--- config.mk ---
export PLATFORM = sky130hd
export DESIGN_NAME = multitap_keypad_event_encoder
export DESIGN_NICKNAME = d
export VERILOG_FILES = /design/src/sv/mtke_pkg.sv /design/src/sv/multitap_keypad_event_encoder.sv /design/src/sv/mtke_front.sv /design/src/sv/mtke_queue.sv /design/src/sv/mtke_back.sv
export VERILOG_INCLUDE_DIRS = /design/src /design/src/sv
export SDC_FILE = /design/constraint.sdc
export NUM_CORES = 1
export LEC_CHECK = 0
export ABC_AREA = 1
export BUFFER_PORTS_ARGS = -buffer_cell sky130_fd_sc_hd__clkbuf_2
export CORE_MARGIN = 2
export CORE_UTILIZATION = 35
export DETAILED_ROUTE_END_ITERATION = 8
export HOLD_SLACK_MARGIN = 0.1
export RECOVER_POWER = 100
export SYNTH_ARGS = -nofsm -noshare
export SYNTH_HDL_FRONTEND = slang
export SYNTH_SLANG_ARGS = --single-unit
--- constraint.sdc ---
create_clock -name i_clk -period 7.2 [get_ports i_clk]
set_input_delay 1.08 -clock i_clk [delete_from_list [all_inputs] [get_ports i_clk]]
set_output_delay 1.08 -clock i_clk [all_outputs]
set_load 0.01 [all_outputs]
--- src/sv/multitap_keypad_event_encoder_assert.svh ---
// Assertion macros shared by the keypad event encoder modules.
`ifndef MULTITAP_KEYPAD_EVENT_ENCODER_ASSERT_SVH
`define MULTITAP_KEYPAD_EVENT_ENCODER_ASSERT_SVH

// Same-cycle implication, checked on i_clk outside reset.
`define MTKE_ASSERT_IMPLY(label, ante, cons) \
    label: assert property (@(posedge i_clk) disable iff (!i_rst_n) (ante) |-> (cons)) \
        else $error("mtke: assertion failed");

// Next-cycle implication, checked on i_clk outside reset.
`define MTKE_ASSERT_NEXT(label, ante, cons) \
    label: assert property (@(posedge i_clk) disable iff (!i_rst_n) (ante) |=> (cons)) \
        else $error("mtke: assertion failed");

`endif

--- src/sv/mtke_pkg.sv ---
// Types, constants and tables for the multi-tap keypad event encoder.
package mtke_pkg;

    // Event kinds carried in each output word.
    typedef enum logic [3:0] {
        EV_CHAR       = 4'd0,
        EV_BACK       = 4'd1,
        EV_SELECT     = 4'd2,
        EV_LEFT       = 4'd3,
        EV_RIGHT      = 4'd4,
        EV_ALERT      = 4'd5,
        EV_DISMISS    = 4'd6,
        EV_MENU_OPEN  = 4'd7,
        EV_MENU_CLOSE = 4'd8,
        EV_PALETTE    = 4'd9
    } t_event_kind;

    // Configuration register indexes.
    localparam int CFG_INDEX_W = 2;
    typedef logic [CFG_INDEX_W-1:0] t_cfg_index;
    localparam t_cfg_index CFG_LONG_PRESS = 2'd0;
    localparam t_cfg_index CFG_TAP_WINDOW = 2'd1;

    localparam logic [15:0] LONG_PRESS_RESET = 16'd3000;
    localparam logic [15:0] TAP_WINDOW_RESET = 16'd500;

    // Defaults for the top-level parameters.
    localparam int SEQUENCE_LENGTH_DEF = 10;
    localparam int PALETTE_COUNT_DEF   = 7;
    localparam int QUEUE_DEPTH_DEF     = 2;

    // Key layout and special masks.
    localparam logic [3:0]  DIGIT_KEYS      = 4'd12;
    localparam logic [3:0]  KEY_UP          = 4'd12;
    localparam logic [3:0]  KEY_RIGHT       = 4'd13;
    localparam logic [3:0]  KEY_DOWN        = 4'd14;
    localparam logic [15:0] LONG_PRESS_MASK = 16'h0001;
    localparam logic [15:0] MENU_STEP_MASK  = 16'h0800;
    localparam logic [15:0] MENU_CLOSE_MASK = 16'h0400;
    localparam logic [7:0]  BACKSPACE_CHAR  = 8'h08;
    localparam logic [2:0]  TAP_LAST_SLOT   = 3'd5;

    // Expected single-button word for each step of the hidden sequence.
    localparam logic [15:0] SEQ_TABLE [16] = '{
        16'h1000, 16'h1000, 16'h4000, 16'h4000, 16'h8000, 16'h2000, 16'h8000, 16'h2000,
        16'h0400, 16'h0400, 16'h0000, 16'h0000, 16'h0000, 16'h0000, 16'h0000, 16'h0000
    };

    // Letters of each digit key; a zero slot ends the cycle.
    localparam logic [7:0] LETTERS [12][6] = '{
        '{8'h2A, 8'h00, 8'h00, 8'h00, 8'h00, 8'h00},
        '{8'h20, 8'h30, 8'h00, 8'h00, 8'h00, 8'h00},
        '{8'h23, 8'h00, 8'h00, 8'h00, 8'h00, 8'h00},
        '{8'h77, 8'h78, 8'h79, 8'h7A, 8'h39, 8'h00},
        '{8'h74, 8'h75, 8'h76, 8'h38, 8'h00, 8'h00},
        '{8'h70, 8'h71, 8'h72, 8'h73, 8'h37, 8'h00},
        '{8'h6D, 8'h6E, 8'h6F, 8'h36, 8'h00, 8'h00},
        '{8'h6A, 8'h6B, 8'h6C, 8'h35, 8'h00, 8'h00},
        '{8'h67, 8'h68, 8'h69, 8'h34, 8'h00, 8'h00},
        '{8'h64, 8'h65, 8'h66, 8'h33, 8'h00, 8'h00},
        '{8'h61, 8'h62, 8'h63, 8'h32, 8'h00, 8'h00},
        '{8'h2E, 8'h2C, 8'h3F, 8'h21, 8'h2B, 8'h31}
    };

    // Input word: one poll sample.
    typedef struct packed {
        logic [15:0] button_mask;
        logic [31:0] now_ms;
    } t_in_word;

    // Output word: one event.
    typedef struct packed {
        logic [3:0] event_kind;
        logic [7:0] key_char;
        logic [2:0] palette_index;
        logic       last_of_run;
    } t_out_word;

    // Job handed from the classifier to the event emitter.
    typedef struct packed {
        t_event_kind lead_a;
        t_event_kind lead_b;
        logic [1:0]  lead_count;
        logic [15:0] keys;
        logic        tap_ok;
        logic [2:0]  palette;
    } t_job;

endpackage

--- src/sv/multitap_keypad_event_encoder.sv ---
// Top level of the multi-tap keypad event encoder.
//
// Input channel: one word per poll sample (button mask and millisecond time),
// taken on a clock edge where i_in_valid is high and o_in_stall is low.
// Output channel: one word per event, taken where o_out_valid is high and
// i_out_stall is low; last_of_run marks the final word of a sample.
// Configuration: i_cfg_we writes i_cfg_data to register i_cfg_index
// (0 long-press time, 1 tap window); other indexes are ignored.
// A taken sample's job is written into the job queue, and the emitter
// registers its event words. Throughput: one event word per cycle while the
// receiver does not stall; a sample causes at most 17 events, and one that
// causes none pushes no job. A job queue lets new samples be classified while
// earlier events still drain; o_in_stall rises only when that queue is full.
// When the receiver stalls, the output word holds and the emitter pauses.
// Reset (synchronous, active low) clears all keypad state and the queue and
// restores the default long-press and tap-window times.
module multitap_keypad_event_encoder import mtke_pkg::*; #(
    parameter int SEQUENCE_LENGTH = SEQUENCE_LENGTH_DEF,
    parameter int PALETTE_COUNT   = PALETTE_COUNT_DEF,
    parameter int QUEUE_DEPTH     = QUEUE_DEPTH_DEF
) (
    input  logic        i_clk,
    input  logic        i_rst_n,
    input  logic        i_cfg_we,
    input  t_cfg_index  i_cfg_index,
    input  logic [15:0] i_cfg_data,
    input  logic        i_in_valid,
    output logic        o_in_stall,
    input  t_in_word    i_in_word,
    output logic        o_out_valid,
    input  logic        i_out_stall,
    output t_out_word   o_out_word
);

    logic push, full, pop, head_valid;
    t_job job, head;

    assign o_in_stall = full;

    // Classifier.
    mtke_front #(
        .SEQUENCE_LENGTH(SEQUENCE_LENGTH),
        .PALETTE_COUNT  (PALETTE_COUNT)
    ) u_front (
        .i_clk       (i_clk),
        .i_rst_n     (i_rst_n),
        .i_cfg_we    (i_cfg_we),
        .i_cfg_index (i_cfg_index),
        .i_cfg_data  (i_cfg_data),
        .i_in_valid  (i_in_valid),
        .i_in_word   (i_in_word),
        .i_queue_full(full),
        .o_push      (push),
        .o_job       (job)
    );

    // Job queue.
    mtke_queue #(
        .DEPTH(QUEUE_DEPTH)
    ) u_queue (
        .i_clk       (i_clk),
        .i_rst_n     (i_rst_n),
        .i_push      (push),
        .i_job       (job),
        .o_full      (full),
        .i_pop       (pop),
        .o_head_valid(head_valid),
        .o_head      (head)
    );

    // Event emitter.
    mtke_back u_back (
        .i_clk       (i_clk),
        .i_rst_n     (i_rst_n),
        .i_head_valid(head_valid),
        .i_head      (head),
        .o_pop       (pop),
        .i_out_stall (i_out_stall),
        .o_out_valid (o_out_valid),
        .o_out_word  (o_out_word)
    );

endmodule

--- src/sv/mtke_front.sv ---
// Sample classifier: config registers, edge detection, sequence and menu state.
module mtke_front import mtke_pkg::*; #(
    parameter int SEQUENCE_LENGTH = SEQUENCE_LENGTH_DEF,
    parameter int PALETTE_COUNT   = PALETTE_COUNT_DEF
) (
    input  logic        i_clk,
    input  logic        i_rst_n,
    input  logic        i_cfg_we,
    input  t_cfg_index  i_cfg_index,
    input  logic [15:0] i_cfg_data,
    input  logic        i_in_valid,
    input  t_in_word    i_in_word,
    input  logic        i_queue_full,
    output logic        o_push,
    output t_job        o_job
);

    logic [15:0] r_long_press, r_tap_window, r_prev, n_prev;
    logic [3:0]  r_seq_pos, n_seq_pos;
    logic        r_alert, n_alert, r_menu, n_menu;
    logic [31:0] r_last_press, n_last_press;
    logic [2:0]  r_palette, n_palette;

    logic        in_fire;
    logic [15:0] mask, fresh;
    logic [31:0] elapsed;
    logic [4:0]  seq_inc;
    logic [3:0]  pal_inc;
    t_job        job;

    assign in_fire = i_in_valid && !i_queue_full;
    assign mask    = i_in_word.button_mask;
    assign fresh   = mask & ~r_prev;
    assign elapsed = i_in_word.now_ms - r_last_press;
    assign seq_inc = {1'b0, r_seq_pos} + 5'd1;
    assign pal_inc = {1'b0, r_palette} + 4'd1;

    // Classify the sample and build the job for the emitter.
    always_comb begin
        n_prev       = r_prev;
        n_seq_pos    = r_seq_pos;
        n_alert      = r_alert;
        n_menu       = r_menu;
        n_last_press = r_last_press;
        n_palette    = r_palette;
        job          = '{lead_a: EV_CHAR, lead_b: EV_CHAR, lead_count: 2'd0,
                         keys: 16'h0000, tap_ok: 1'b0, palette: 3'd0};
        if (mask == 16'h0000) begin
            n_prev = 16'h0000;
        end else if (fresh == 16'h0000) begin
            n_prev = mask;
            if (mask == LONG_PRESS_MASK && elapsed > {16'h0000, r_long_press} && !r_menu) begin
                n_menu         = 1'b1;
                job.lead_a     = EV_BACK;
                job.lead_b     = EV_MENU_OPEN;
                job.lead_count = 2'd2;
            end
        end else if (r_alert) begin
            // The dismissing press leaves the stored mask alone.
            n_alert        = 1'b0;
            job.lead_a     = EV_DISMISS;
            job.lead_count = 2'd1;
        end else begin
            n_prev = mask;
            if (fresh == SEQ_TABLE[r_seq_pos]) begin
                if (seq_inc >= 5'(SEQUENCE_LENGTH)) begin
                    n_seq_pos      = 4'd0;
                    n_alert        = 1'b1;
                    job.lead_a     = EV_ALERT;
                    job.lead_count = 2'd1;
                end else begin
                    n_seq_pos = seq_inc[3:0];
                end
            end else begin
                n_seq_pos = 4'd0;
            end
            if (r_menu) begin
                if (fresh == MENU_STEP_MASK) begin
                    n_palette = (pal_inc == 4'(PALETTE_COUNT)) ? 3'd0 : pal_inc[2:0];
                    if (job.lead_count == 2'd0) begin
                        job.lead_a = EV_PALETTE;
                    end else begin
                        job.lead_b = EV_PALETTE;
                    end
                    job.lead_count = job.lead_count + 2'd1;
                end else if (fresh == MENU_CLOSE_MASK) begin
                    n_menu = 1'b0;
                    if (job.lead_count == 2'd0) begin
                        job.lead_a = EV_MENU_CLOSE;
                    end else begin
                        job.lead_b = EV_MENU_CLOSE;
                    end
                    job.lead_count = job.lead_count + 2'd1;
                end
            end else begin
                job.keys     = fresh;
                job.tap_ok   = elapsed < {16'h0000, r_tap_window};
                n_last_press = i_in_word.now_ms;
            end
        end
        job.palette = n_palette;
    end

    assign o_push = in_fire && (job.lead_count != 2'd0 || job.keys != 16'h0000);
    assign o_job  = job;

    // Configuration and classifier state.
    always_ff @(posedge i_clk) begin
        if (!i_rst_n) begin
            r_long_press <= LONG_PRESS_RESET;
            r_tap_window <= TAP_WINDOW_RESET;
            r_prev       <= 16'h0000;
            r_seq_pos    <= 4'd0;
            r_alert      <= 1'b0;
            r_menu       <= 1'b0;
            r_last_press <= 32'd0;
            r_palette    <= 3'd0;
        end else begin
            if (i_cfg_we && i_cfg_index == CFG_LONG_PRESS) begin
                r_long_press <= i_cfg_data;
            end
            if (i_cfg_we && i_cfg_index == CFG_TAP_WINDOW) begin
                r_tap_window <= i_cfg_data;
            end
            if (in_fire) begin
                r_prev       <= n_prev;
                r_seq_pos    <= n_seq_pos;
                r_alert      <= n_alert;
                r_menu       <= n_menu;
                r_last_press <= n_last_press;
                r_palette    <= n_palette;
            end
        end
    end

endmodule

--- src/sv/mtke_queue.sv ---
// Short job queue between the classifier and the emitter.
`include "multitap_keypad_event_encoder_assert.svh"
module mtke_queue import mtke_pkg::*; #(
    parameter int DEPTH = QUEUE_DEPTH_DEF
) (
    input  logic i_clk,
    input  logic i_rst_n,
    input  logic i_push,
    input  t_job i_job,
    output logic o_full,
    input  logic i_pop,
    output logic o_head_valid,
    output t_job o_head
);

    localparam int PTR_W = (DEPTH > 1) ? $clog2(DEPTH) : 1;
    localparam int CNT_W = $clog2(DEPTH + 1);

    t_job             r_mem [DEPTH];
    logic [PTR_W-1:0] r_wr_ptr, r_rd_ptr;
    logic [CNT_W-1:0] r_count;

    assign o_full       = (r_count == CNT_W'(DEPTH));
    assign o_head_valid = (r_count != '0);
    assign o_head       = r_mem[r_rd_ptr];

    // Job storage.
    always_ff @(posedge i_clk) begin
        if (i_push) begin
            r_mem[r_wr_ptr] <= i_job;
        end
    end

    // Pointers and fill count.
    always_ff @(posedge i_clk) begin
        if (!i_rst_n) begin
            r_wr_ptr <= '0;
            r_rd_ptr <= '0;
            r_count  <= '0;
        end else begin
            if (i_push) begin
                r_wr_ptr <= (r_wr_ptr == PTR_W'(DEPTH - 1)) ? '0 : r_wr_ptr + PTR_W'(1);
            end
            if (i_pop) begin
                r_rd_ptr <= (r_rd_ptr == PTR_W'(DEPTH - 1)) ? '0 : r_rd_ptr + PTR_W'(1);
            end
            if (i_push && !i_pop) begin
                r_count <= r_count + CNT_W'(1);
            end else if (i_pop && !i_push) begin
                r_count <= r_count - CNT_W'(1);
            end
        end
    end

    `MTKE_ASSERT_IMPLY(a_no_push_when_full, i_push, !o_full)
    `MTKE_ASSERT_IMPLY(a_no_pop_when_empty, i_pop, r_count != '0)

endmodule

--- src/sv/mtke_back.sv ---
// Event emitter: walks each job one word per cycle unless stalled, with multi-tap letter state.
`include "multitap_keypad_event_encoder_assert.svh"
module mtke_back import mtke_pkg::*; (
    input  logic      i_clk,
    input  logic      i_rst_n,
    input  logic      i_head_valid,
    input  t_job      i_head,
    output logic      o_pop,
    input  logic      i_out_stall,
    output logic      o_out_valid,
    output t_out_word o_out_word
);

    logic        r_started, r_char_pend;
    logic [15:0] r_keys, n_keys;
    logic [1:0]  r_lead_left, n_lead_left;
    logic [7:0]  r_pend_char, n_pend_char;
    logic [3:0]  r_last_key, n_last_key;
    logic [2:0]  r_tap_pos, n_tap_pos;
    logic        n_char_pend;
    logic        r_out_valid;
    t_out_word   r_out_word;

    logic        step, last, tap_back;
    logic [15:0] cur_keys;
    logic [1:0]  cur_lead;
    logic [3:0]  bit_idx;
    logic [2:0]  tp_inc;
    t_event_kind ev_kind, lead_kind;
    logic [7:0]  ev_char;

    assign step     = i_head_valid && (!r_out_valid || !i_out_stall);
    assign cur_keys = r_started ? r_keys : i_head.keys;
    assign cur_lead = r_started ? r_lead_left : i_head.lead_count;
    assign tp_inc   = (r_tap_pos == TAP_LAST_SLOT) ? 3'd0 : r_tap_pos + 3'd1;

    // Lowest pending key.
    always_comb begin
        bit_idx = 4'd0;
        for (int k = 15; k >= 0; k--) begin
            if (cur_keys[k]) begin
                bit_idx = 4'(k);
            end
        end
    end

    // Choose the next event word and the progress through the job.
    always_comb begin
        n_keys      = cur_keys;
        n_lead_left = cur_lead;
        n_pend_char = r_pend_char;
        n_char_pend = 1'b0;
        n_last_key  = r_last_key;
        n_tap_pos   = r_tap_pos;
        ev_kind     = EV_CHAR;
        ev_char     = 8'h00;
        last        = 1'b0;
        tap_back    = 1'b0;
        lead_kind   = (cur_lead == i_head.lead_count) ? i_head.lead_a : i_head.lead_b;
        if (r_char_pend) begin
            // Second half of a repeated tap.
            ev_char = r_pend_char;
            last    = (cur_keys == 16'h0000);
        end else if (cur_lead != 2'd0) begin
            ev_kind     = lead_kind;
            ev_char     = (lead_kind == EV_BACK) ? BACKSPACE_CHAR : 8'h00;
            n_lead_left = cur_lead - 2'd1;
            last        = (cur_lead == 2'd1) && (cur_keys == 16'h0000);
        end else begin
            n_keys     = cur_keys & ~(16'h0001 << bit_idx);
            n_last_key = bit_idx;
            last       = (n_keys == 16'h0000);
            if (bit_idx < DIGIT_KEYS) begin
                if (bit_idx == r_last_key && i_head.tap_ok) begin
                    n_tap_pos   = (LETTERS[bit_idx][tp_inc] == 8'h00) ? 3'd0 : tp_inc;
                    n_pend_char = LETTERS[bit_idx][n_tap_pos];
                    n_char_pend = 1'b1;
                    tap_back    = 1'b1;
                    ev_kind     = EV_BACK;
                    ev_char     = BACKSPACE_CHAR;
                    last        = 1'b0;
                end else begin
                    n_tap_pos = 3'd0;
                    ev_char   = LETTERS[bit_idx][0];
                end
            end else if (bit_idx == KEY_DOWN) begin
                ev_kind = EV_BACK;
                ev_char = BACKSPACE_CHAR;
            end else if (bit_idx == KEY_UP) begin
                ev_kind = EV_SELECT;
            end else if (bit_idx == KEY_RIGHT) begin
                ev_kind = EV_RIGHT;
            end else begin
                ev_kind = EV_LEFT;
            end
        end
    end

    assign o_pop       = step && last;
    assign o_out_valid = r_out_valid;
    assign o_out_word  = r_out_word;

    // Job progress and multi-tap state.
    always_ff @(posedge i_clk) begin
        if (!i_rst_n) begin
            r_started   <= 1'b0;
            r_char_pend <= 1'b0;
            r_keys      <= 16'h0000;
            r_lead_left <= 2'd0;
            r_last_key  <= 4'd0;
            r_tap_pos   <= 3'd0;
            r_out_valid <= 1'b0;
        end else begin
            if (step) begin
                r_started   <= !last;
                r_char_pend <= n_char_pend;
                r_keys      <= n_keys;
                r_lead_left <= n_lead_left;
                r_last_key  <= n_last_key;
                r_tap_pos   <= n_tap_pos;
                r_out_valid <= 1'b1;
            end else if (!i_out_stall) begin
                r_out_valid <= 1'b0;
            end
        end
    end

    // Output word and pending letter.
    always_ff @(posedge i_clk) begin
        if (step) begin
            r_pend_char <= n_pend_char;
            r_out_word  <= '{event_kind: ev_kind, key_char: ev_char,
                             palette_index: i_head.palette, last_of_run: last};
        end
    end

    `MTKE_ASSERT_IMPLY(a_pending_char_has_job, r_char_pend, i_head_valid && r_started)
    `MTKE_ASSERT_IMPLY(a_scan_not_empty, step && !r_char_pend && cur_lead == 2'd0,
                       cur_keys != 16'h0000)
    `MTKE_ASSERT_NEXT(a_tap_back_then_char, step && tap_back, r_char_pend)

endmodule
## After elaboration in Yosys (flattened, before gate mapping)

Memory sizes are Yosys's and may differ from the RTL's. A register that Yosys moved wholly into a read port is not among the register bits.
Cells that the tools add are included.

| cells by class | value |
|---|---|
| $add $sub $neg | 10 |
| order comparisons | 8 |
| eq/ne operators | 19 |
| shifts and indexed selects | 1 |
| muxes and demuxes | 109 |
| bitwise gates (word level) | 14 |
| reduce and logical (&&, ||, !) cells | 41 |

Operators by type and width:

| operator | number |
|---|---|
| 16-bit two-way mux | 8 |
| 4-bit two-way mux | 32 |
| 48-bit two-way mux | 2 |
| 16-bit logical NOT | 4 |
| 8-bit two-way mux | 8 |
| 17-bit two-way mux | 3 |
| 8-bit binary-select mux with 3-bit select | 2 |
| 10-bit two-way mux | 4 |
| 3-bit two-way mux | 11 |
| 16-bit bitwise AND | 2 |
| 32-bit by 16-bit > comparator with 1-bit output | 1 |
| 32-bit by 16-bit < comparator with 1-bit output | 1 |
| 16-bit NOT | 2 |
| 32-bit subtractor | 1 |
| 1-bit two-way mux | 27 |
| 27-bit two-way mux | 1 |
| 2-bit two-way mux | 10 |
| 16-bit by 1-bit equality test with 1-bit output (second input constant) | 1 |
| 16-bit by 11-bit equality test with 1-bit output (second input constant) | 1 |
| 16-bit by 12-bit equality test with 1-bit output (second input constant) | 1 |
| 16-bit equality test | 1 |
| 16-bit nonzero test | 1 |
| 1-bit by 4-bit left shift with 16-bit output (first input constant) | 1 |
| 4-bit equality test (second input constant) | 3 |
| other kinds (34) | 74 |

| word-level totals | value |
|---|---|
| register bits after elaboration | 145 |
| RAM bits | 60 |
| bits in read-only memories | 1024 |
| input bits | 71 |
| memories kept | 3 |

Memories:

| memory | words | bits a word | read ports | clocked after Yosys merged registers in | wr ports | RTL line | RTL |
|---|---|---|---|---|---|---|---|
| (name not given) | 16 | 48 | 1 | 0 | 0 | mtke_back.sv:75 | `n_tap_pos = (LETTERS[bit_idx][tp_inc] == 8'h00) ? 3'd0 : tp_inc;` |
| (name not given) | 16 | 16 | 1 | 0 | 0 | mtke_front.sv:65 | `if (fresh == SEQ_TABLE[r_seq_pos]) begin` |
| u_queue.r_mem | 2 | 30 | 1 | 1 | 1 | mtke_queue.sv:19 | `t_job r_mem [DEPTH];` |

## Logic depth before layout (Yosys ltp)

Gate-level depths: netlist of the first run.

| depth | value |
|---|---|
| depth after elaboration | 30 |
| depth in mapped cells | 37 |

## Hierarchy

Synthesis of the first run repeated with hierarchy kept, for this count alone.

| unflattened totals | value |
|---|---|
| cell total of the unflattened synthesis | 1861 |
| area total of the unflattened synthesis | 13442.9 um^2 |

By module, submodules not included:

| module | times used | cells an instance | area each (um^2) | sequential area each (um^2) |
|---|---|---|---|---|
| mtke_front | 1 | 1195 | 7287.0 | 1781.7 |
| mtke_back | 1 | 538 | 3642.2 | 1221.2 |
| mtke_queue | 1 | 128 | 2513.7 | 1901.8 |

## Worst setup path after synthesis of the first run

OpenSTA, ideal clock, no wires.

| timing path | value |
|---|---|
| path kind | input to register |
| start | input port i_in_word[0] (netlist bit) |
| end | memory u_queue.r_mem[0][0] (netlist bit), enable pin |
| library setup time | 415 ps |
| arrival | 5067 ps |
| path slack | 1718 ps |
| stages on the path | 26 |
| buffers on the path | 0 |
| path through | inv_1 ha_1 inv_1 fa_1 nand3_1 nand3_1 nand2_1 nand2_1 nand2_1 nand2_1 nand2_1 nand3_1 xor2_1 ha_1 nand2_1 inv_1 nand3_1 o221a_2 a21boi_0 o211ai_1 nand3_1 nand2_1 nand2_1 nand2_1 nand2_1 nor2_1 |

| between the ends | value |
|---|---|
| cells in the longest elaborated chain, start to end | 12 |

RTL lines:

| item | RTL line | RTL |
|---|---|---|
| start: declaration | multitap_keypad_event_encoder.sv:29 | `input t_in_word i_in_word,` |
| 32-bit subtractor | mtke_front.sv:34 | `assign elapsed = i_in_word.now_ms - r_last_press;` |
| 32-bit by 16-bit > comparator with 1-bit output | mtke_front.sv:52 | `if (mask == LONG_PRESS_MASK && elapsed > {16'h0000, r_long_press} && !r_menu) begin` |
| 1-bit logical AND (2 in a row) | mtke_front.sv:52 |  |
| 7-bit two-way mux | mtke_front.sv:52 |  |
| 10-bit two-way mux | mtke_front.sv:50 | `end else if (fresh == 16'h0000) begin` |
| 27-bit two-way mux | mtke_front.sv:48 | `if (mask == 16'h0000) begin` |
| 2-bit nonzero test | mtke_front.sv:104 | `assign o_push = in_fire && (job.lead_count != 2'd0 \|\| job.keys != 16'h0000);` |
| 1-bit logical OR | mtke_front.sv:104 |  |
| 1-bit logical AND | mtke_front.sv:104 |  |
| 1-bit two-way mux | mtke_queue.sv:29 | `if (i_push) begin` |
| 1-bit two-way mux (not written as such) | mtke_queue.sv:30 | `r_mem[r_wr_ptr] <= i_job;` |
| end: declaration | mtke_queue.sv:19 |  |

No other way between the ends.

==> results of run 1 <==
power by group through the flow:
| stage | clock network [uW] | registers [uW] | logic, uW |
|---|---|---|---|
| global placement | 0 | 1400 | 1250 |
| floorplan | 0 | 1400 | 921 |
| finish | 1420 | 1380 | 1260 |
| CTS | 1460 | 1380 | 1270 |
| global route | 1500 | 1390 | 1430 |
| detailed placement | 0 | 1410 | 1260 |
tightest hold or removal path: cells and delay by family, from the launching register on:
| family | cells | cell delay [ps] |
|---|---|---|
| flops | 1 | 290 |
| buf+inv | 1 | 60 |
| compound gates | 1 | 50 |
kinds of logic after synthesis:
kind of cell	count (synthesis)	share of synthesized area
mux	2	0.00158
fa+ha+maj	78	0.0775
flops	202	0.382
buf+inv	302	0.0942
compound gates	398	0.181
other cells	1	0.000295
xor+xnor	31	0.0214
simple gates	696	0.242
registers in the layout, indices dropped and copies added (netlist names), 2 cells and up, named ones only:
name	cells
u_back.o_out_word	15
u_back.r_keys	16
u_back.r_last_key	4
u_back.r_lead_left	2
u_back.r_pend_char	7
u_back.r_tap_pos	3
u_front.r_last_press	32
u_front.r_long_press	16
u_front.r_palette	3
u_front.r_prev	16
u_front.r_seq_pos	4
u_front.r_tap_window	16
u_queue.r_count	2
u_queue.r_mem	58
metal layers:
| layer | global-route usage | vias to the layer above |
|---|---|---|
| met5 | 0 | - |
| met4 | 0.0567 | 0 |
| met3 | 0.0239 | 65 |
| met2 | 0.330 | 273 |
| met1 | 0.243 | 5350 |
| li1 | - | 5867 |
layout make-up:
type                       instances  share of cell area
multi-input combinational       1206               0.460
sequential                       202               0.337
inverter                         253              0.0663
clock buffer                      36              0.0522
tap                              461              0.0401
timing repair buffer              96              0.0311
clock inverter                    12              0.0136
through the flow:
step           total power, uW  instances  utilization
2_1_floorplan             2320       1710            -
3_3_place_gp              2660       2218        0.380
3_5_place_dp              2670       2218        0.380
4_1_cts                   4110       2266        0.406
5_1_grt                   4320       2266        0.403
6_report                  4070       2266        0.403
cell usage after synthesis (4+ instances only):
master     instances
nand2_1          362
inv_1            241
a21oi_1          163
nor2_1           149
dfxtp_1          122
o21ai_0          121
nand3_1           82
edfxtp_1          80
ha_1              77
clkbuf_1          36
nor3_1            30
xor2_1            25
o211ai_1          24
nand4_1           20
nor4_1            12
a31oi_1           11
nand2_2            9
o21ai_1            9
o21ai_2            9
inv_2              8
o21bai_1           8
buf_6              7
nand2_4            6
o31ai_1            6
xnor2_1            6
nand3b_1           5
o2111ai_1          5
o21a_1             5
o22ai_1            5
a21boi_0           4
nor2_2             4
nor2_4             4
o221ai_1           4
final timing paths:
check                           slack (ps)  cells after the start                  endpoint
worst max-delay path                  1460                     32     u_back.r_pend_char[4]
worst min-delay path                   460                      2  u_front.r_last_press[28]
worst min register to register         460                      2  u_front.r_last_press[28]
worst max register to register        1460                     32     u_back.r_pend_char[4]
==> impl_metrics.sql, run 1 <==
INSERT INTO impl_metrics (metric_group, metric, value, unit) VALUES
('status', 'run_status', 'finished with violations', ''),
('status', 'violated_checks', 'design-rule violations, max-capacitance violations, max-slew violations', ''),
('floorplanning', 'die_y', '194', 'um'),
('synthesis', 'ys_warn_count', '0', ''),
('global_routing', 'grt_start_max_net_pins', '81', ''),
('floorplanning', 'i_o_pins', '89', ''),
('drt', 'drt_wl_total', '35800', 'um'),
('floorplanning', 'floorplan.die.width', '194', 'um'),
('timing', 'fin_crit_sh', '0.798', ''),
('drt', 'antenna_violating_nets_post_route', '0', ''),
('timing', 'final-hold-violation-count', '0', ''),
('timing', 'worst_hold_slack', '457', 'ps'),
('final_layout', 'antenna_diode_instance_count', '0', ''),
('timing', 'final_critical_path_setup_slack', '1460', 'ps'),
('power_and_ir_drop', 'p_switching', '1430', 'uW'),
('setup_path', 'critical_path.endpoint_type', 'register', ''),
('synthesis', 'number_of_register_bits_inferred_by_synthesis', '202', ''),
('cts', 'cts.repair_timing.setup_buffer_count', '0', ''),
('setup_path', 'worst-setup-path-type', 'reg -> reg', ''),
('min_path', 'timing.hold.worst.class', 'reg -> reg', ''),
('setup_path', 'critical_path.startpoint_type', 'register', ''),
('placement', 'hpwl', '27200', 'um'),
('timing', 'tns', '0', 'ps'),
('cts', 'clk_root_buffer_cell', 'clkbuf_16', ''),
('cts', 'clk_transition_reported_paths', '60', 'ps'),
('cts', 'insertion_delay', '550', 'ps'),
('power_and_ir_drop', 'proportion_of_total_power_due_to_net_switching', '0.350', ''),
('synthesis', 'synth_largest_area_cell', 'dfxtp_1', ''),
('flow_run', 'cap_viol_max_count', '5', ''),
('final_layout', 'final_cell_mix', '364 x nand2_1, 242 x inv_1, 163 x a21oi_1, 149 x nor2_1, 124 x o21ai_0', ''),
('setup_path', 'crit_path_max_fanout', '29', ''),
('setup_path', 'required_time_of_the_worst_setup_path', '7490', 'ps'),
('synthesis', 'syn_nets', '1859', ''),
('drt', 'vias_per_cell', '5.10', ''),
('placement', 'buffers_added_on_ports', '87', ''),
('drt', 'dr_total_vias', '11600', ''),
('global_routing', 'first_global_vias', '11300', ''),
('synthesis', 'synth_top_area_frac', '0.192', ''),
('drt', 'wirelength_met1', '16200', 'um'),
('synthesis', 'ys_async_sr_fraction', '0', ''),
('drt', 'remaining_drc_errors', '2', ''),
('global_routing', 'global_route.usage.total', '0.189', ''),
('drt', 'detailroute.wirelength.met2', '17000', 'um'),
('placement', 'dpl-instance-area', '13500', 'um^2'),
('floorplanning', 'core_area', '35700', 'um^2'),
('timing', 'clock-skew-final', '20.9', 'ps'),
('synthesis', 'ys_top_cells_by_area', 'dfxtp_1 19%, edfxtp_1 19%, nand2_1 11%', ''),
('synthesis', 'post_synth_instance_area', '12700', 'um^2'),
('cts', 'total_cts_buffers', '26', ''),
('cts', 'cts-root-to-sink-buffers', '3', ''),
('power_and_ir_drop', 'internal_power', '2640', 'uW'),
('timing', 'timing.max_slew.rel_slack', '-1.25', ''),
('final_layout', 'drive_gt1_frac', '0.0892', ''),
('floorplanning', 'design.die.area', '37800', 'um^2'),
('timing', 'max_freq', '174', 'MHz'),
('synthesis', 'postSynthAreaPerCell', '7.42', 'um^2'),
('timing', 'worstMarginPinSlew', '3370', 'ps'),
('final_layout', 'filler_cell_count', '3735', ''),
('power_and_ir_drop', 'clockPowerShare', '0.350', ''),
('timing', 'final-max-slew-violation-count', '233', ''),
('timing', 'unrepaired_setup_endpoints_after_global_routing', 'no', ''),
('cts', 'cts-resized-gates', '0', ''),
('global_routing', 'global_route.overflow_total', '0', ''),
('final_layout', 'layout.cells.most_common', 'nand2_1', ''),
('floorplanning', 'initial_utilization', '0.356', ''),
('synthesis', 'synth_enable_flop_cells', '80', ''),
('global_routing', 'number_of_antenna_violations_at_the_first_check_in_global_routing', '0', ''),
('placement', 'place_worst_setup_slack', '1760', 'ps'),
('timing', 'setup_violations', '0', ''),
('setup_path', 'critical_path.n_buffers_inverters', '7', ''),
('drt', 'initialDrtViolationCount', '819', '');
No activity file was read; power rests on OpenSTA's default activity.
==> run 2, diff against run 1 <==
--- a/config.mk
+++ b/config.mk
@@ -6,7 +6,7 @@
 export SDC_FILE = /design/constraint.sdc
 export NUM_CORES = 1
 export LEC_CHECK = 0
-export ABC_AREA = 1
+export ABC_AREA = 0
 export BUFFER_PORTS_ARGS = -buffer_cell sky130_fd_sc_hd__clkbuf_2
 export CORE_MARGIN = 2
 export CORE_UTILIZATION = 35
==> constraint.sdc (replaced) <==
create_clock -name i_clk -period 4.65 [get_ports i_clk]
set_input_delay 0.6975 -clock i_clk [delete_from_list [all_inputs] [get_ports i_clk]]
set_output_delay 0.6975 -clock i_clk [all_outputs]
set_load 0.01 [all_outputs]
==> run 2 against run 1 <==
The run ends with max-capacitance violations, max-slew violations left. Sequential power rose by 53%. Combinational power increased by 60%. Flip-flop and latch count unchanged. Power increased by 52%. Clock skew decreased by 3.5 ps. Global-route usage fell by 0.056 points. Utilization grew 2.5 points. Fmax increased by 31%. Register-to-register slack worse by 1200 ps. Synthesized cell count fell by 15%.
==> impl_metrics.sql, run 2 <==
INSERT INTO impl_metrics (metric_group, metric, value, unit) VALUES
('power_and_ir_drop', 'ir_drop', '0.278', 'mV'),
('placement', 'dpl-instance-area', '14200', 'um^2'),
('global_routing', 'global_route.overflow_total', '0', ''),
('final_layout', 'final_design_area_no_fill', '15100', 'um^2'),
('setup_path', 'critical_path.max_stage_delay', '540', 'ps'),
('synthesis', 'synth_most_common_cell', 'nand2_1', ''),
('floorplanning', 'floorplan.die.width', '193', 'um'),
('min_path', 'timing.hold.worst.class', 'in -> reg', ''),
('power_and_ir_drop', 'power', '6190', 'uW'),
('global_routing', 'grt_start_max_net_pins', '77', ''),
('global_routing', 'busiest_layer_in_global_routing', 'met2', ''),
('drt', 'drt_wl_total', '35100', 'um'),
('status', 'violated_checks', 'max-capacitance violations, max-slew violations', ''),
('final_layout', 'drive_gt1_frac', '0.175', ''),
('drt', 'remaining_drc_errors', '0', ''),
('synthesis', 'number_of_register_bits_inferred_by_synthesis', '202', ''),
('timing', 'final_period_minus_worst_setup_slack', '4400', 'ps'),
('setup_path', 'critical_path.endpoint_type', 'register', ''),
('setup_path', 'crit_path_max_fanout', '4', ''),
('timing', 'final-hold-violation-count', '0', ''),
('final_layout', 'final-seq-area', '4850', 'um^2'),
('power_and_ir_drop', 'power.combinational.fraction', '0.325', ''),
('cts', 'cts_tree', 'built', ''),
('cts', 'post_cts_hold_buffer_count', '0', ''),
('global_routing', 'global_route.usage.total', '0.188', ''),
('final_layout', 'final_cell_mix', '201 x nand2_1, 158 x a21oi_1, 121 x dfxtp_1, 105 x buf_4, 97 x nor2_1', ''),
('final_layout', 'area_added_between_synthesis_and_finish', '21.6', '%'),
('placement', 'placer_s_final_routability_congestion_estimate', '0.925', ''),
('final_layout', 'registers.top_by_ff_count', 'u_queue.r_mem', ''),
('placement', 'buffers_added_on_ports', '87', ''),
('drt', 'wire_per_inst', '16.7', 'um'),
('power_and_ir_drop', 'p_leak', '0.00587', 'uW'),
('floorplanning', 'i_o_pins', '89', ''),
('synthesis', 'synthDistinctLibCells', '83', ''),
('floorplanning', 'die_y', '193', 'um'),
('timing', 'setup_violations', '0', ''),
('cts', 'maximum_level_of_the_cts_h_tree', '1', ''),
('final_layout', 'antenna_diode_instance_count', '0', ''),
('cts', 'cts-root-to-sink-buffers', '3', ''),
('timing', 'final_critical_path_setup_slack', '254', 'ps'),
('synthesis', 'ys_warn_count', '0', ''),
('drt', 'antenna_violating_nets_post_route', '0', ''),
('global_routing', 'first_global_vias', '10900', ''),
('cts', 'total_cts_buffers', '25', ''),
('synthesis', 'syn_nets', '1601', ''),
('power_and_ir_drop', 'sequentialPowerShare', '0.341', ''),
('setup_path', 'critical_path.n_buffers_inverters', '2', ''),
('placement', 'place_worst_setup_slack', '-236', 'ps'),
('final_layout', 'largest_register_ffs', '58', ''),
('final_layout', 'final_net_count', '1769', ''),
('floorplanning', 'rows', '69', ''),
('floorplanning', 'core_area', '35300', 'um^2'),
('drt', 'initialDrtViolationCount', '665', ''),
('timing', 'fin_crit_sh', '0.945', ''),
('setup_path', 'timing.critical_path.arrival', '4850', 'ps'),
('floorplanning', 'initial_utilization', '0.353', ''),
('cts', 'cts_num_sinks', '202', ''),
('setup_path', 'required_time_of_the_worst_setup_path', '5100', 'ps'),
('synthesis', 'synth_top_flop_cell', 'dfxtp_1', ''),
('setup_path', 'path_common_cell', 'ha_1', ''),
('global_routing', 'grtUsageMet2', '0.339', ''),
('synthesis', 'synth_enable_flop_cells', '80', ''),
('synthesis', 'ys_seq_area_frac', '0.389', ''),
('drt', 'vias_per_cell', '5.34', ''),
('setup_path', 'critical_path.startpoint_type', 'register', ''),
('setup_path', 'crit_path_leading_delay_family', 'simple AND/OR/NAND/NOR gates', ''),
('timing', 'final-max-slew-violation-count', '118', ''),
('setup_path', 'critical_path.slowest_cell', 'or4_4', ''),
('drt', 'drt_pre_antenna_iters', '5', ''),
('synthesis', 'ys_async_sr_fraction', '0', ''),
('cts', 'insertion_delay', '530', 'ps'),
('timing', 'max_freq', '227', 'MHz'),
('timing', 'worstMarginPinSlew', '1850', 'ps'),
('synthesis', 'post_synth_instance_area', '12400', 'um^2'),
('synthesis', 'synth_largest_area_cell', 'dfxtp_1', ''),
('flow_run', 'cap_viol_max_count', '3', ''),
('global_routing', 'gr-usage-met3', '0.0242', ''),
('global_routing', 'grtUsageMet1', '0.233', ''),
('power_and_ir_drop', 'p_switching', '2020', 'uW'),
('drt', 'dr_total_vias', '11200', ''),
('global_routing', 'number_of_antenna_violations_at_the_first_check_in_global_routing', '0', ''),
('final_layout', 'final_core_utilization', '0.429', ''),
('timing', 'unrepaired_setup_endpoints_after_global_routing', 'no', ''),
('status', 'run_status', 'finished with violations', ''),
('power_and_ir_drop', 'clockPowerShare', '0.335', ''),
('synthesis', 'post_synth_inst_count', '1452', ''),
('cts', 'clk_transition_reported_paths', '60', 'ps'),
('power_and_ir_drop', 'proportion_of_total_power_due_to_net_switching', '0.327', ''),
('synthesis', 'postSynthAreaPerCell', '8.57', 'um^2'),
('final_layout', 'layout.cells.most_common', 'nand2_1', ''),
('synthesis', 'synth_top_area_frac', '0.196', ''),
('power_and_ir_drop', 'internal_power', '4160', 'uW'),
('floorplanning', 'design.die.area', '37100', 'um^2'),
('global_routing', 'global_route_wire_length_before_repair', '56600', 'um'),
('placement', 'hpwl', '26500', 'um'),
('timing', 'timing.max_slew.rel_slack', '-0.234', ''),
('setup_path', 'worst-setup-path-type', 'reg -> reg', ''),
('synthesis', 'ys_top_cells_by_area', 'dfxtp_1 20%, edfxtp_1 19%, ha_1 7.7%', ''),
('cts', 'clk_root_buffer_cell', 'clkbuf_16', ''),
('final_layout', 'area_taken_by_multi_input_logic_gates', '7080', 'um^2'),
('timing', 'clock-skew-final', '17.5', 'ps'),
('setup_path', 'crit_chain', 'ha_1 -> inv_1 -> fa_2 -> a21o_1 -> a221oi_4 -> buf_4 -> nor4_4 -> o41ai_2 -> xnor2_1 -> nor4_1 -> nand3b_1 -> or4_4 -> o311ai_4 -> a21oi_2 -> ha_1 -> xor2_1 -> or3_1 -> a21oi_1', ''),
('final_layout', 'reg.largest.list', 'u_queue.r_mem: 58 flops, u_front.r_last_press: 32 flops', ''),
('synthesis', 'synth_commonest_cells', '201 x nand2_1, 162 x a21oi_1, 122 x dfxtp_1', ''),
('final_layout', 'filler_cell_count', '3508', ''),
('power_and_ir_drop', 'power.density_cell_area', '409', 'nW/um^2');
==> run 2: cell types whose count changed after synthesis, sizes merged, moves of 15 or more <==
cell,previous run,this run
mux2i,2,33
inv,250,94
clkbuf,36,57
nand2b,0,31
a21o,3,18
nand2,378,201
nand3,84,22
nor2,159,99
o21a,6,21
o21ai,140,95
a211oi,4,21
==> run 2: stage by stage <==
| step | setup TNS, ps | instances | hold slack [ps] |
|---|---|---|---|
| finish | 0 | 2100 | 401 |
| global route | 0 | 2100 | 387 |
| CTS | 0 | 2093 | 371 |
| detailed placement | -6090 | 2047 | 441 |
| global placement | -1790 | 2047 | 436 |
| floorplan | 0 | 1452 | 431 |
==> run 2: tightest hold or removal path: stages <==
cell,delay [ps]
clkbuf_2,90
nand2_1,50
a21oi_1,50
==> run 2: final cells by class <==
type	instances	share of cell area
Clock buffer	29	0.0443
Clock inverter	17	0.0143
Inverter	96	0.0239
Multi-Input combinational cell	1083	0.468
Sequential cell	202	0.320
Tap cell	461	0.0381
Timing Repair Buffer	212	0.0916
==> run 2: logic make-up after synthesis <==
logic type / share of synthesized area
and+or+nand+nor: 0.181
xor gates and xnor gates: 0.0232
other: 0.000301
DFF: 0.389
buffers and inverters: 0.0532
muxes: 0.0493
adders and majority gates: 0.0790
AOI/OAI and AO/OA: 0.225
==> run 2: path summary, 6_finish.rpt <==
path / slack (ps) / depth (start not counted) / end / from
worst min register to register: 450 / 2 / u_front.r_prev[0] / u_front.r_prev[0]
worst min-delay path: 400 / 3 / u_front.r_long_press[6] / i_cfg_data[6]
worst max-delay path: 250 / 18 / u_queue.r_count[1] / u_front.r_last_press[0]
worst max register to register: 250 / 18 / u_queue.r_count[1] / u_front.r_last_press[0]
==> run 2: power groups by stage <==
stage	Sequential [uW]	Clock [uW]	Combinational (uW)
floorplan	2140	0	1250
global placement	2140	0	1980
detailed placement	2150	0	1990
CTS	2110	2130	2000
global route	2120	2210	2220
finish	2110	2070	2010
==> run 2: routing by layer <==
layer  wire, um  vias to the layer above
met1      15100                     5283
met2      17400                      283
met5          0                        -
met4       1100                        0
met3       1550                       66
li1           -                     5591
==> run 2: repair_timing <==
action,in CTS,in global routing
resized for setup,0,12
endpoints found under the setup margin,0,5
buffers inserted,0,6
